## config.mk

```make
export PLATFORM = sky130hd
export DESIGN_NAME = gravimetric_fill_controller_unit
export DESIGN_NICKNAME = d
export VERILOG_FILES = /design/src/hdl/gfc_pkg.sv /design/src/hdl/gravimetric_fill_controller_unit.sv /design/src/hdl/gfc_ctrl.sv /design/src/hdl/gfc_dp.sv
export SDC_FILE = /design/constraint.sdc
export NUM_CORES = 2
export LEC_CHECK = 0
export ABC_AREA = 1
export BUFFER_PORTS_ARGS = -buffer_cell sky130_fd_sc_hd__buf_2
export CAP_MARGIN = 0
export CORE_UTILIZATION = 56
export CTS_BUF_LIST = sky130_fd_sc_hd__clkbuf_2 sky130_fd_sc_hd__clkbuf_4 sky130_fd_sc_hd__clkbuf_8
export DETAILED_ROUTE_END_ITERATION = 6
export MAX_ROUTING_LAYER = met4
export PLACE_DENSITY = 0.76
export SETUP_SLACK_MARGIN = 0.15
export SYNTH_ARGS = -nofsm -noshare
export SYNTH_HDL_FRONTEND = slang
export SYNTH_HIERARCHICAL = 1
export SYNTH_SLANG_ARGS = --single-unit
```

## constraint.sdc

```tcl
create_clock -name clk -period 6.8 [get_ports clk]
set_clock_uncertainty 0.1 [all_clocks]
set_input_delay 1.02 -clock clk [delete_from_list [all_inputs] [get_ports clk]]
set_output_delay 1.02 -clock clk [all_outputs]
set_load 0.01 [all_outputs]
```

## src/hdl/gfc_pkg.sv

```systemverilog
package gfc_pkg;

  // Fixed sizes of the block
  localparam int WeightBits   = 24;
  localparam int MaxDevices   = 16;
  localparam int IndexBits    = 4;
  localparam int CountBits    = 5;
  localparam int AlphaBits    = 9;
  localparam int TimeBits     = 16;
  localparam int QuantBits    = 16;
  localparam int WaitBits     = 17;
  localparam int CfgIndexBits = 3;
  localparam int CfgDataBits  = 16;

  // Quantiser divider: numerator is 2*|f| + q, one bit per step
  localparam int DivSteps   = WeightBits + 1;
  localparam int DivCntBits = $clog2(DivSteps);
  localparam int DvsrBits   = QuantBits + 1;

  // Filter product widths
  localparam int ProdBits  = WeightBits + AlphaBits + 1;
  localparam int ScaleBits = DivSteps + QuantBits;

  localparam logic [AlphaBits-1:0] AlphaOne  = AlphaBits'(256);
  localparam int                   FiltRound = 128;

  // Action codes of the input word
  localparam logic [1:0] ACT_HEARTBEAT = 2'd0;
  localparam logic [1:0] ACT_BEGIN     = 2'd1;
  localparam logic [1:0] ACT_ABORT     = 2'd2;

  // Configuration register indexes
  localparam logic [CfgIndexBits-1:0] CFG_ALPHA       = 3'd0;
  localparam logic [CfgIndexBits-1:0] CFG_QUANTUM     = 3'd1;
  localparam logic [CfgIndexBits-1:0] CFG_STABILITY   = 3'd2;
  localparam logic [CfgIndexBits-1:0] CFG_CLOSURE     = 3'd3;
  localparam logic [CfgIndexBits-1:0] CFG_VALVE_COUNT = 3'd4;
  localparam logic [CfgIndexBits-1:0] CFG_PUMP_COUNT  = 3'd5;

  // Configuration reset values
  localparam logic [AlphaBits-1:0] AlphaReset     = 9'd102;
  localparam logic [QuantBits-1:0] QuantumReset   = 16'd36;
  localparam logic [TimeBits-1:0]  StabilityReset = 16'd500;
  localparam logic [TimeBits-1:0]  ClosureReset   = 16'd1000;

  // Fill phase as reported
  typedef enum logic [2:0] {
    PH_READY     = 3'd0,
    PH_STABILISE = 3'd1,
    PH_DISPENSE  = 3'd2,
    PH_CLOSURE   = 3'd3,
    PH_FINISHED  = 3'd4
  } phase_t;

  // Sequencer states
  typedef enum logic [3:0] {
    ST_IDLE,
    ST_MUL_A,
    ST_MUL_B,
    ST_SUM,
    ST_PREP,
    ST_DIV,
    ST_SCALE,
    ST_ROUND,
    ST_UPDATE
  } ctrl_state_t;

  typedef struct packed {
    logic load;
    logic mul_a;
    logic mul_b;
    logic sum;
    logic prep;
    logic div_step;
    logic scale;
    logic round;
    logic update;
  } gfc_cmd_t;

  typedef struct packed {
    logic sample;
    logic div_last;
  } gfc_status_t;

endpackage

```

## src/hdl/gravimetric_fill_controller_unit.sv

```systemverilog
// A heartbeat with a sample passes through the multiply, sum and prepare states, the
// 25-step serial divider of the quantiser, and the scale and round states before its
// result word is written; any other word goes straight to the update. One word is
// taken at a time; the next is taken while a result word still waits at the output.
// Reset (rst, synchronous, active high) restores the register defaults, clears the
// filter, tare, target and wait counter and returns the phase to ready.
module gravimetric_fill_controller_unit (
  input  logic                                  clk,
  input  logic                                  rst,
  // configuration port
  input  logic                                  cfg_we,
  input  logic [gfc_pkg::CfgIndexBits-1:0]      cfg_index,
  input  logic [gfc_pkg::CfgDataBits-1:0]       cfg_data,
  // input channel
  input  logic                                  in_valid,
  output logic                                  in_stall,
  input  logic [1:0]                            action,
  input  logic signed [gfc_pkg::WeightBits-1:0] raw_weight,
  input  logic                                  sample_valid,
  input  logic                                  tick,
  input  logic [gfc_pkg::IndexBits-1:0]         device_index,
  input  logic                                  use_pump,
  input  logic [gfc_pkg::WeightBits-2:0]        target_weight,
  // output channel
  output logic                                  out_valid,
  input  logic                                  out_stall,
  output logic [2:0]                            phase,
  output logic signed [gfc_pkg::WeightBits-1:0] weight,
  output logic                                  drive_on,
  output logic [gfc_pkg::IndexBits-1:0]         drive_index,
  output logic                                  drive_is_pump,
  output logic                                  dispense_done,
  output logic signed [gfc_pkg::WeightBits-1:0] done_weight,
  output logic                                  rejected
);

  gfc_pkg::gfc_cmd_t    cmd;
  gfc_pkg::gfc_status_t status;

  // Sequencer
  gfc_ctrl u_ctrl (
    .clk       (clk),
    .rst       (rst),
    .in_valid  (in_valid),
    .in_stall  (in_stall),
    .out_valid (out_valid),
    .out_stall (out_stall),
    .status    (status),
    .cmd       (cmd)
  );

  // Filter, quantiser and fill state
  gfc_dp u_dp (
    .clk           (clk),
    .rst           (rst),
    .cfg_we        (cfg_we),
    .cfg_index     (cfg_index),
    .cfg_data      (cfg_data),
    .action        (action),
    .raw_weight    (raw_weight),
    .sample_valid  (sample_valid),
    .tick          (tick),
    .device_index  (device_index),
    .use_pump      (use_pump),
    .target_weight (target_weight),
    .cmd           (cmd),
    .status        (status),
    .phase         (phase),
    .weight        (weight),
    .drive_on      (drive_on),
    .drive_index   (drive_index),
    .drive_is_pump (drive_is_pump),
    .dispense_done (dispense_done),
    .done_weight   (done_weight),
    .rejected      (rejected)
  );

endmodule

```

## src/hdl/gfc_ctrl.sv

```systemverilog
module gfc_ctrl (
  input  logic                 clk,
  input  logic                 rst,
  input  logic                 in_valid,
  output logic                 in_stall,
  output logic                 out_valid,
  input  logic                 out_stall,
  input  gfc_pkg::gfc_status_t status,
  output gfc_pkg::gfc_cmd_t    cmd
);

  gfc_pkg::ctrl_state_t state, state_next;
  logic                 out_valid_next;

  // State and output-valid registers
  always_ff @(posedge clk) begin
    if (rst) begin
      state     <= gfc_pkg::ST_IDLE;
      out_valid <= 1'b0;
    end else begin
      state     <= state_next;
      out_valid <= out_valid_next;
    end
  end

  // Next state and commands
  always_comb begin
    state_next = state;
    cmd        = '0;
    in_stall   = 1'b1;
    unique case (state)
      gfc_pkg::ST_IDLE: begin
        in_stall = 1'b0;
        if (in_valid) begin
          cmd.load   = 1'b1;
          state_next = status.sample ? gfc_pkg::ST_MUL_A : gfc_pkg::ST_UPDATE;
        end
      end
      gfc_pkg::ST_MUL_A: begin
        cmd.mul_a  = 1'b1;
        state_next = gfc_pkg::ST_MUL_B;
      end
      gfc_pkg::ST_MUL_B: begin
        cmd.mul_b  = 1'b1;
        state_next = gfc_pkg::ST_SUM;
      end
      gfc_pkg::ST_SUM: begin
        cmd.sum    = 1'b1;
        state_next = gfc_pkg::ST_PREP;
      end
      gfc_pkg::ST_PREP: begin
        cmd.prep   = 1'b1;
        state_next = gfc_pkg::ST_DIV;
      end
      gfc_pkg::ST_DIV: begin
        cmd.div_step = 1'b1;
        if (status.div_last) state_next = gfc_pkg::ST_SCALE;
      end
      gfc_pkg::ST_SCALE: begin
        cmd.scale  = 1'b1;
        state_next = gfc_pkg::ST_ROUND;
      end
      gfc_pkg::ST_ROUND: begin
        cmd.round  = 1'b1;
        state_next = gfc_pkg::ST_UPDATE;
      end
      gfc_pkg::ST_UPDATE: begin
        // wait for the output register to free up
        if (!out_valid || !out_stall) begin
          cmd.update = 1'b1;
          state_next = gfc_pkg::ST_IDLE;
        end
      end
      default: state_next = gfc_pkg::ST_IDLE;
    endcase
  end

  // Result word handshake
  always_comb begin
    if (cmd.update)     out_valid_next = 1'b1;
    else if (out_stall) out_valid_next = out_valid;
    else                out_valid_next = 1'b0;
  end

endmodule

```

## src/hdl/gfc_dp.sv

```systemverilog
module gfc_dp (
  input  logic                                     clk,
  input  logic                                     rst,
  // configuration
  input  logic                                     cfg_we,
  input  logic [gfc_pkg::CfgIndexBits-1:0]         cfg_index,
  input  logic [gfc_pkg::CfgDataBits-1:0]          cfg_data,
  // input word
  input  logic [1:0]                               action,
  input  logic signed [gfc_pkg::WeightBits-1:0]    raw_weight,
  input  logic                                     sample_valid,
  input  logic                                     tick,
  input  logic [gfc_pkg::IndexBits-1:0]            device_index,
  input  logic                                     use_pump,
  input  logic [gfc_pkg::WeightBits-2:0]           target_weight,
  // sequencing
  input  gfc_pkg::gfc_cmd_t                        cmd,
  output gfc_pkg::gfc_status_t                     status,
  // result word
  output logic [2:0]                               phase,
  output logic signed [gfc_pkg::WeightBits-1:0]    weight,
  output logic                                     drive_on,
  output logic [gfc_pkg::IndexBits-1:0]            drive_index,
  output logic                                     drive_is_pump,
  output logic                                     dispense_done,
  output logic signed [gfc_pkg::WeightBits-1:0]    done_weight,
  output logic                                     rejected
);

  localparam int W  = gfc_pkg::WeightBits;
  localparam int PW = gfc_pkg::ProdBits;
  localparam int NB = gfc_pkg::DivSteps;
  localparam int DB = gfc_pkg::DvsrBits;
  localparam int QW = gfc_pkg::ScaleBits;

  localparam logic signed [W-1:0] WMax = {1'b0, {(W-1){1'b1}}};
  localparam logic signed [W-1:0] WMin = {1'b1, {(W-1){1'b0}}};

  // Configuration registers
  logic [gfc_pkg::AlphaBits-1:0] alpha_q8;
  logic [gfc_pkg::QuantBits-1:0] weight_quantum;
  logic [gfc_pkg::TimeBits-1:0]  stability_ms;
  logic [gfc_pkg::TimeBits-1:0]  closure_ms;
  logic [gfc_pkg::CountBits-1:0] valve_count;
  logic [gfc_pkg::CountBits-1:0] pump_count;

  // Fill state
  gfc_pkg::phase_t                 phase_reg;
  logic signed [W-1:0]             filtered_weight;
  logic signed [W-1:0]             latest_weight;
  logic signed [W-1:0]             tare_offset;
  logic [W-2:0]                    target_reg;
  logic [gfc_pkg::IndexBits-1:0]   device_reg;
  logic                            pump_selected;
  logic [gfc_pkg::WaitBits-1:0]    wait_count;

  // Held input word
  logic [1:0]                      item_action;
  logic signed [W-1:0]             item_raw;
  logic                            item_tick;
  logic [gfc_pkg::IndexBits-1:0]   item_index;
  logic                            item_pump;
  logic [W-2:0]                    item_target;

  // Arithmetic registers
  logic signed [W-1:0]             x_reg;
  logic signed [PW-1:0]            prod_a;
  logic signed [PW-1:0]            prod_b;
  logic [NB-1:0]                   num_sh;
  logic [DB-1:0]                   rem;
  logic [DB-1:0]                   dvsr;
  logic [gfc_pkg::DivCntBits-1:0]  div_cnt;
  logic                            neg;
  logic [QW-1:0]                   prod_q;

  // Effective alpha and quantum
  logic [gfc_pkg::AlphaBits-1:0]   a_eff;
  logic [gfc_pkg::AlphaBits-1:0]   b_eff;
  logic [gfc_pkg::QuantBits-1:0]   q_eff;
  assign a_eff = (alpha_q8 > gfc_pkg::AlphaOne) ? gfc_pkg::AlphaOne : alpha_q8;
  assign b_eff = gfc_pkg::AlphaOne - a_eff;
  assign q_eff = (weight_quantum == '0) ? gfc_pkg::QuantBits'(1) : weight_quantum;

  assign status.sample   = (action == gfc_pkg::ACT_HEARTBEAT) && sample_valid;
  assign status.div_last = (div_cnt == gfc_pkg::DivCntBits'(NB - 1));

  // Tare-corrected sample, saturated
  logic signed [W:0]   diff;
  logic signed [W-1:0] x_sat;
  assign diff = (W + 1)'(raw_weight) - (W + 1)'(tare_offset);
  always_comb begin
    if (diff[W] != diff[W-1]) x_sat = diff[W] ? WMin : WMax;
    else                      x_sat = diff[W-1:0];
  end

  // Filter sum plus 128, floor divide by 256
  logic signed [PW:0] acc;
  assign acc = (PW + 1)'(prod_a) + (PW + 1)'(prod_b) + (PW + 1)'(gfc_pkg::FiltRound);

  // Magnitude of the filtered value
  logic [W-1:0] mag;
  assign mag = filtered_weight[W-1] ? (~filtered_weight + 1'b1) : filtered_weight;

  // One restoring step
  logic [DB:0] rem_sh;
  logic [DB:0] rem_sub;
  logic        q_bit;
  assign rem_sh  = {rem, num_sh[NB-1]};
  assign rem_sub = rem_sh - {1'b0, dvsr};
  assign q_bit   = (rem_sh >= {1'b0, dvsr});

  // Rounded magnitude back to signed, saturated
  logic                over;
  logic signed [W-1:0] low;
  logic signed [W-1:0] rounded;
  assign over = |prod_q[QW-1:W-1];
  assign low  = {1'b0, prod_q[W-2:0]};
  always_comb begin
    if (over)     rounded = neg ? WMin : WMax;
    else if (neg) rounded = -low;
    else          rounded = low;
  end

  // Configuration writes
  always_ff @(posedge clk) begin
    if (rst) begin
      alpha_q8       <= gfc_pkg::AlphaReset;
      weight_quantum <= gfc_pkg::QuantumReset;
      stability_ms   <= gfc_pkg::StabilityReset;
      closure_ms     <= gfc_pkg::ClosureReset;
      valve_count    <= '0;
      pump_count     <= '0;
    end else if (cfg_we) begin
      unique case (cfg_index)
        gfc_pkg::CFG_ALPHA:       alpha_q8       <= cfg_data[gfc_pkg::AlphaBits-1:0];
        gfc_pkg::CFG_QUANTUM:     weight_quantum <= cfg_data[gfc_pkg::QuantBits-1:0];
        gfc_pkg::CFG_STABILITY:   stability_ms   <= cfg_data[gfc_pkg::TimeBits-1:0];
        gfc_pkg::CFG_CLOSURE:     closure_ms     <= cfg_data[gfc_pkg::TimeBits-1:0];
        gfc_pkg::CFG_VALVE_COUNT: valve_count    <= cfg_data[gfc_pkg::CountBits-1:0];
        gfc_pkg::CFG_PUMP_COUNT:  pump_count     <= cfg_data[gfc_pkg::CountBits-1:0];
        default: ;
      endcase
    end
  end

  // Input word capture and arithmetic steps
  always_ff @(posedge clk) begin
    if (cmd.load) begin
      item_action <= action;
      item_raw    <= raw_weight;
      item_tick   <= tick;
      item_index  <= device_index;
      item_pump   <= use_pump;
      item_target <= target_weight;
      x_reg       <= x_sat;
    end
    if (cmd.mul_a) prod_a <= $signed({1'b0, a_eff}) * x_reg;
    if (cmd.mul_b) prod_b <= $signed({1'b0, b_eff}) * filtered_weight;
    if (cmd.prep) begin
      num_sh  <= {mag, 1'b0} + NB'(q_eff);
      dvsr    <= {q_eff, 1'b0};
      rem     <= '0;
      div_cnt <= '0;
      neg     <= filtered_weight[W-1];
    end
    if (cmd.div_step) begin
      num_sh  <= {num_sh[NB-2:0], q_bit};
      rem     <= q_bit ? rem_sub[DB-1:0] : rem_sh[DB-1:0];
      div_cnt <= div_cnt + 1'b1;
    end
    if (cmd.scale) prod_q <= num_sh * q_eff;
  end

  // Fill sequencing for one word
  gfc_pkg::phase_t              ph_next;
  logic signed [W-1:0]          latest_next;
  logic [W-2:0]                 target_next;
  logic [gfc_pkg::IndexBits-1:0] dev_next;
  logic                         pump_next;
  logic [gfc_pkg::WaitBits-1:0] wait_next;
  logic                         done_next;
  logic signed [W-1:0]          done_w_next;
  logic                         rej_next;
  logic                         tare_load;
  logic [gfc_pkg::CountBits-1:0] count_sel;
  logic [gfc_pkg::CountBits-1:0] idx_ext;
  logic                         tick_eff;

  assign count_sel = item_pump ? pump_count : valve_count;
  assign idx_ext   = {1'b0, item_index};
  assign tick_eff  = (item_action == gfc_pkg::ACT_HEARTBEAT) && item_tick;

  always_comb begin
    ph_next     = phase_reg;
    latest_next = latest_weight;
    target_next = target_reg;
    dev_next    = device_reg;
    pump_next   = pump_selected;
    wait_next   = wait_count;
    done_next   = 1'b0;
    done_w_next = '0;
    rej_next    = 1'b0;
    tare_load   = 1'b0;
    case (item_action)
      gfc_pkg::ACT_BEGIN: begin
        if (idx_ext >= count_sel ||
            idx_ext >= gfc_pkg::CountBits'(gfc_pkg::MaxDevices)) begin
          rej_next = 1'b1;
        end else begin
          pump_next   = item_pump;
          dev_next    = item_index;
          tare_load   = 1'b1;
          target_next = item_target;
          wait_next   = '0;
          ph_next     = gfc_pkg::PH_STABILISE;
        end
      end
      gfc_pkg::ACT_ABORT: begin
        ph_next     = gfc_pkg::PH_FINISHED;
        target_next = '0;
        latest_next = '0;
        wait_next   = '0;
      end
      default: begin
        if (phase_reg == gfc_pkg::PH_STABILISE || phase_reg == gfc_pkg::PH_DISPENSE ||
            phase_reg == gfc_pkg::PH_CLOSURE) begin
          if (tick_eff && wait_count != '1) wait_next = wait_count + 1'b1;
          // closure time over: report and finish
          if (ph_next == gfc_pkg::PH_CLOSURE && wait_next > {1'b0, closure_ms}) begin
            done_next   = 1'b1;
            done_w_next = latest_weight;
            ph_next     = gfc_pkg::PH_FINISHED;
            target_next = '0;
            latest_next = '0;
            wait_next   = '0;
          end
          if (ph_next == gfc_pkg::PH_STABILISE && wait_next > {1'b0, stability_ms})
            ph_next = gfc_pkg::PH_DISPENSE;
          // target reached: release the device
          if (ph_next == gfc_pkg::PH_DISPENSE &&
              latest_weight >= $signed({1'b0, target_reg})) begin
            ph_next   = gfc_pkg::PH_CLOSURE;
            wait_next = '0;
          end
        end
      end
    endcase
  end

  // Fill state registers
  always_ff @(posedge clk) begin
    if (rst) begin
      phase_reg       <= gfc_pkg::PH_READY;
      filtered_weight <= '0;
      latest_weight   <= '0;
      tare_offset     <= '0;
      target_reg      <= '0;
      device_reg      <= '0;
      pump_selected   <= '0;
      wait_count      <= '0;
    end else begin
      if (cmd.sum)   filtered_weight <= acc[W+7:8];
      if (cmd.round) latest_weight   <= rounded;
      if (cmd.update) begin
        phase_reg     <= ph_next;
        latest_weight <= latest_next;
        target_reg    <= target_next;
        device_reg    <= dev_next;
        pump_selected <= pump_next;
        wait_count    <= wait_next;
        if (tare_load) tare_offset <= item_raw;
      end
    end
  end

  // Result word register
  always_ff @(posedge clk) begin
    if (cmd.update) begin
      phase         <= ph_next;
      weight        <= latest_next;
      drive_on      <= (ph_next == gfc_pkg::PH_DISPENSE);
      drive_index   <= dev_next;
      drive_is_pump <= pump_next;
      dispense_done <= done_next;
      done_weight   <= done_w_next;
      rejected      <= rej_next;
    end
  end

endmodule

```

---- Word-level counts from Yosys, hierarchy flattened ----
Index checks and enable logic that the tools add are counted.
word-level totals
  flip-flop bits (word level) ............. 499
  logic and storage cells ................. 198
  output and inout port bits .............. 61
  bits of input ports ..................... 80
cells by class
  bitwise gates (word level) .............. 3
  $add $sub $neg .......................... 10
  mux-type cells .......................... 72
  magnitude comparators ................... 7
  multiply operators ...................... 3
  eq/ne operators ......................... 29
  reduce and logical (&&, ||, !) cells .... 35
operator list
  operator                                                         count
  24-bit 2-to-1 mux                                                10
  17-bit 2-to-1 mux                                                12
  23-bit 2-to-1 mux                                                3
  10-bit by 24-bit multiplier with 32-bit output                   2
  25-bit 2-to-1 mux                                                2
  24-bit one-hot mux with 2 select lines                           1
  23-bit one-hot mux with 2 select lines                           1
  25-bit by 16-bit multiplier with 41-bit output                   1
  4-bit one-hot mux with 9 select lines                            1
  17-bit by 16-bit > comparator with 1-bit output                  2
  17-bit one-hot mux with 2 select lines                           1
  32-bit adder                                                     1
  32-bit by 9-bit adder with 32-bit output, second input constant  1
  3-bit 2-to-1 mux                                                 9
  25-bit by 16-bit adder with 25-bit output                        1
  24-bit by 24-bit subtractor with 25-bit output                   1
  24-bit by 1-bit adder with 24-bit output, second input constant  1
  24-bit greater-or-equal comparator                               1
  4-bit 2-to-1 mux                                                 6
  23-bit negation with 24-bit output                               1
  24-bit inverter                                                  1
  1-bit 2-to-1 mux                                                 20
  3-bit by 2-bit == test with 1-bit output, second input constant  6
  18-bit by 17-bit greater-or-equal comparator with 1-bit output   1
  41 further kinds                                                 73

---- Longest topological paths before layout ----
  word-level depth ........................ 22
  depth in mapped cells ................... 49
  mapped depth without buffers ............ 47

---- Hierarchy ----
The synthesis kept the hierarchy.
by module, submodules not included
  module    cells each  sequential area each (µm²)  times used  area each (µm²)
  gfc_dp    6261        12962.4                     1           52381.5
  gfc_ctrl  62          100.1                       1           372.9

---- Worst setup path before layout ----
OpenSTA, ideal clock, no wires.
  path kind ............................... register -> register
  start ................................... register u_dp/alpha_q8[1] in the netlist's numbering
  end ..................................... register u_dp.prod_b[25] (data pin)
  stages on the path, launching flop included .. 32
  arrival time ............................ 6.369 ns
  setup time .............................. 0.259 ns
  path slack .............................. 0.072 ns
  clock period less this slack ............ 6.728 ns
  required time ........................... 6.441 ns
  path buffers ............................ 3
  path through ............................ dfxtp_1 nor4_1 a21oi_2 nor2_1 inv_1 clkbuf_1 buf_1 ha_1 or2_2 nand2_1 inv_1 clkbuf_1 nand2_1 fa_1 fa_1 inv_1 ha_1 inv_1 fa_1 inv_1 fa_1 ha_1 a21o_1 a21oi_1 o21ai_0 a21boi_1 o21ai_0 a21oi_1 o21bai_1 nand3_1 nand2_1 xor2_1
on the way
  word-level cells in the longest chain between the ends .. 4
ends and longest elaborated chain
  what                                              line           text
  from (decl)                                       gfc_dp.sv:40   logic [gfc_pkg::AlphaBits-1:0] alpha_q8;
  from (signal assigned)                            gfc_dp.sv:127  alpha_q8 <= gfc_pkg::AlphaReset;
  from (signal assigned)                            gfc_dp.sv:135  gfc_pkg::CFG_ALPHA: alpha_q8 <= cfg_data[gfc_pkg::AlphaBits-1:0];
  9-bit > comparator                                gfc_dp.sv:80   assign a_eff = (alpha_q8 > gfc_pkg::AlphaOne) ? gfc_pkg::AlphaOne : alpha_q8;
  9-bit 2-to-1 mux *                                gfc_dp.sv:80
  9-bit subtractor *                                gfc_dp.sv:81   assign b_eff = gfc_pkg::AlphaOne - a_eff;
  10-bit by 24-bit multiplier with 32-bit output *  gfc_dp.sv:158  if (cmd.mul_b) prod_b <= $signed({1'b0, b_eff}) * filtered_weight;
  to (signal assigned)                              gfc_dp.sv:158
  to (decl)                                         gfc_dp.sv:68   logic signed [PW-1:0] prod_b;
Every way passes the cells marked *; elsewhere a longest branch is shown, timed or not.
A chain may end at the register's enable or synchronous reset.

---- Final worst setup path ----
  start ................................... register u_dp.num_sh[4]
  end ..................................... register u_dp.prod_q[33] (data pin)
on the way
  word-level cells in the longest chain between the ends .. 1
ends and longest elaborated chain
  what                                            line           text
  from (decl)                                     gfc_dp.sv:69   logic [NB-1:0] num_sh;
  from (signal assigned)                          gfc_dp.sv:160  num_sh <= {mag, 1'b0} + NB'(q_eff);
  from (signal assigned)                          gfc_dp.sv:167  num_sh <= {num_sh[NB-2:0], q_bit};
  25-bit by 16-bit multiplier with 41-bit output  gfc_dp.sv:171  if (cmd.scale) prod_q <= num_sh * q_eff;
  to (signal assigned)                            gfc_dp.sv:171
  to (decl)                                       gfc_dp.sv:74   logic [QW-1:0] prod_q;
No other way between the ends.

==> impl_results.md <==
* Min-delay src: target_weight[4]
* Power per cell area at 257 mW/mm^2
* Primary FF master, synth: edfxtp_1
* Worst Hold Endpoint: u_dp/item_target[4]
* Placed Cells at 7,595
* Crit start category: flip-flop
* Max cap viols at 0
* Initial Util at 0.565
* Peak VDD IR at 649 uV
* Final wirelength at 134,000 um
* Finished Layout Cells at 7,782
* Placed inst area at 0.0551 mm^2
* Placer Congestion at 0.958
* Final Hold Viols at 0
* Clock insertion delay at the later pin of the skew report at 0.79 ns
* Clock Path Buffers at 3
* Largest net degree at the start of global routing at 75
* Setup WS post-layout at 0.350 ns
* Commonest non-fill, non-tap cell in the layout: inv_1
* RSZ-0062 raised after global routing: true
* Via count at 42,100
* Distinct cells, synth at 64
* Ports at 141
* Biggest regs: u_dp/prod_q (41), u_dp/prod_a (32), u_dp/prod_b (32)
* Root buf cell: clkbuf_8
* Reg2Reg Setup Slack at 0.35 ns
* Setup TNS at 0 ns
* Mapped Area at 0.0528 mm^2
* Final setup vio count at 0
* Final Critical Period at 6.45 ns
* R2R depth at 24
* IO Port Bufs at 140
* Leak at 28.5 nW
* Slew @ Worst Pin at 1.19 ns
* Routed wire length per instance at 17.3 um
* Die area at 0.0954 mm^2
* Placement Setup Slack at 0.135 ns
* Initial antenna violation count at 5
* DIE WIDTH at 309 um
* P&R area growth vs syn at 9.17%
* Drc violations at 0
* Asr flop ratio synth at 0
* GRT overflow at 0
* Number of global-route vias before repair at 42,500
* Tcrit/Tclk final at 0.948
* Slew headroom at 0.208
* Largest register FFs at 41
* Syn avg cell area at 8.34 um^2
* Sequential fraction of the synthesis area at 0.248
* CTS tree: built
* DR iter-0 viols at 3,275
* Fin. max-slew vios at 0
* Routed Antenna Nets at 0
* YS warnings at 6
* Worst-path clk slew at 0.07 ns
* Core Rows at 112
* DR pass1 iterations at 6
* Hold-fix buffers, CTS at 0
* EDFF count, synth at 307
* Vias/cell at 5.41
* H-tree depth at 3
* Most frequent cells in the layout: 1,328 x inv_1, 1,194 x nand2_1, 664 x fa_1
* Setup CP Type: flip-flop to flip-flop
* Clock sink count at 499
* CP endpoint kind: flip-flop
* Global-route wire length before repair at 218,000 um
* Status: finished, final reports clean
* Die height at 309 um
* Worst Hold Class: input port to flip-flop
* Gate Count Post-Synth at 6,323
* Fraction of layout cells with a size suffix above 1 at 0.0889
* CP required at 7.22 ns
* Number of synthesized register bits at 499
* DP HPWL at 105,000 um
* Largest fanout on the critical path at 11
* FMAX at 0.155 GHz
* Final nets at 7,624
* Worst EP arrival at 6.87 ns
* Total track usage at 0.297
* Hold path cells at 1
* Top reg by flops: u_dp/prod_q
* Core area at 0.0933 mm^2
* Post-synthesis net count at 7,500
* Worst r2r src: u_dp/num_sh[4]
* Post-Layout Inst Area at 0.0576 mm^2
* FF-to-FF End: u_dp/prod_q[33]
* CTS buffer count at 89
==> stage by stage <==
step	utilization	total power [mW]	hold WS (ns)
2_1_floorplan	-	9.57	0.333
3_3_place_gp	0.590	11.3	0.345
3_5_place_dp	0.590	11.5	0.353
4_1_cts	0.613	14.8	0.257
5_1_grt	0.617	16.0	0.272
6_report	0.617	14.8	0.322
==> power breakdown <==
group | internal, mW | switching [mW] | total, mW
clock | 1.87 | 1.42 | 3.29
sequential | 3.71 | 0.107 | 3.82
combinational | 2.96 | 4.71 | 7.67
total | 8.54 | 6.24 | 14.8
==> per-layer routing <==
metal  global-route usage  vias up  wire [um]
li1                     -    19800          -
met1                0.378    20400      55600
met2                0.488     1573      64500
met3               0.0478      293      10100
met4               0.0893        0       4050
met5                    -        -          0
==> cell type report <==
type	count	area, um^2
Multi-Input combinational cell	4207	33800
Antenna cell	6	15.0
Sequential cell	499	13100
Clock inverter	30	410
Tap cell	1254	1570
Fill cell	7984	35700
Clock buffer	136	1670
Inverter	1359	5100
Timing Repair Buffer	291	1950
==> Yosys cell counts (all sizes together), types with 2 or more instances <==
| cell type | n | share of area |
|---|---|---|
| a211oi | 11 | 0.0016 |
| a21boi | 14 | 0.0020 |
| a21o | 12 | 0.0017 |
| a21oi | 349 | 0.033 |
| a221oi | 6 | 0.0010 |
| a31oi | 67 | 0.0079 |
| and3 | 4 | 0.00047 |
| buf | 59 | 0.0052 |
| clkbuf | 199 | 0.014 |
| clkinv | 15 | 0.0011 |
| dfxtp | 192 | 0.073 |
| edfxtp | 307 | 0.17 |
| fa | 665 | 0.25 |
| ha | 432 | 0.10 |
| inv | 1344 | 0.096 |
| mux2i | 3 | 0.00057 |
| nand2 | 1225 | 0.088 |
| nand3 | 143 | 0.014 |
| nand3b | 4 | 0.00057 |
| nand4 | 35 | 0.0042 |
| nor2 | 578 | 0.042 |
| nor3 | 47 | 0.0050 |
| nor3b | 2 | 0.00028 |
| nor4 | 19 | 0.0025 |
| o2111ai | 3 | 0.00050 |
| o211ai | 22 | 0.0032 |
| o21a | 19 | 0.0027 |
| o21ai | 279 | 0.026 |
| o21bai | 14 | 0.0020 |
| o221ai | 4 | 0.00066 |
| o22ai | 4 | 0.00047 |
| o31ai | 8 | 0.0011 |
| or2 | 12 | 0.0014 |
| xnor2 | 68 | 0.011 |
| xor2 | 149 | 0.025 |
==> cell families after synthesis <==
logic type,Yosys count,synth area share
and+or+nand+nor,2072,0.159
xor gates and xnor gates,217,0.0362
muxes,3,0.000569
DFF,499,0.248
AOI/OAI and AO/OA,818,0.0855
adders and majority gates,1097,0.355
buffers and inverters,1617,0.116
==> timing repair <==
item	4_1_cts	5_1_grt
gates resized for setup	5	63
gates cloned	0	0
setup endpoints to repair	7	55
setup buffers	0	14
pin swaps	0	10
==> worst max-delay path by stage <==
| stage | cells after the start | startpoint | to |
|---|---|---|---|
| after global placement | 26 | u_dp/alpha_q8[5] | u_dp/prod_b[28] |
| final | 24 | u_dp/num_sh[4] | u_dp/prod_q[33] |
| after CTS | 24 | u_dp/alpha_q8[5] | u_dp/prod_b[30] |
| after floorplan | 31 | u_dp/alpha_q8[5] | u_dp/prod_b[25] |
| after detailed placement | 27 | u_dp/alpha_q8[5] | u_dp/prod_b[25] |
| after global routing | 28 | u_dp/alpha_q8[6] | u_dp/prod_b[21] |
==> worst max-delay path: stages (launching register included) <==
cell and delay (ns):
edfxtp_1 0.61, nand2_1 0.15, inv_1 0.06, fa_1 0.50
inv_1 0.07, fa_1 0.52, inv_1 0.04, ha_1 0.18
fa_1 0.47, inv_1 0.05, fa_1 0.53, inv_1 0.05
fa_1 0.43, ha_1 0.36, a21oi_1 0.28, o21ai_1 0.13
a21oi_1 0.30, o21ai_1 0.16, nand2_1 0.08, nand2_1 0.08
a21boi_1 0.27, o21ai_1 0.14, a21boi_0 0.32, o21ai_1 0.12
xor2_1 0.16
No activity file was read; power rests on OpenSTA's default activity.
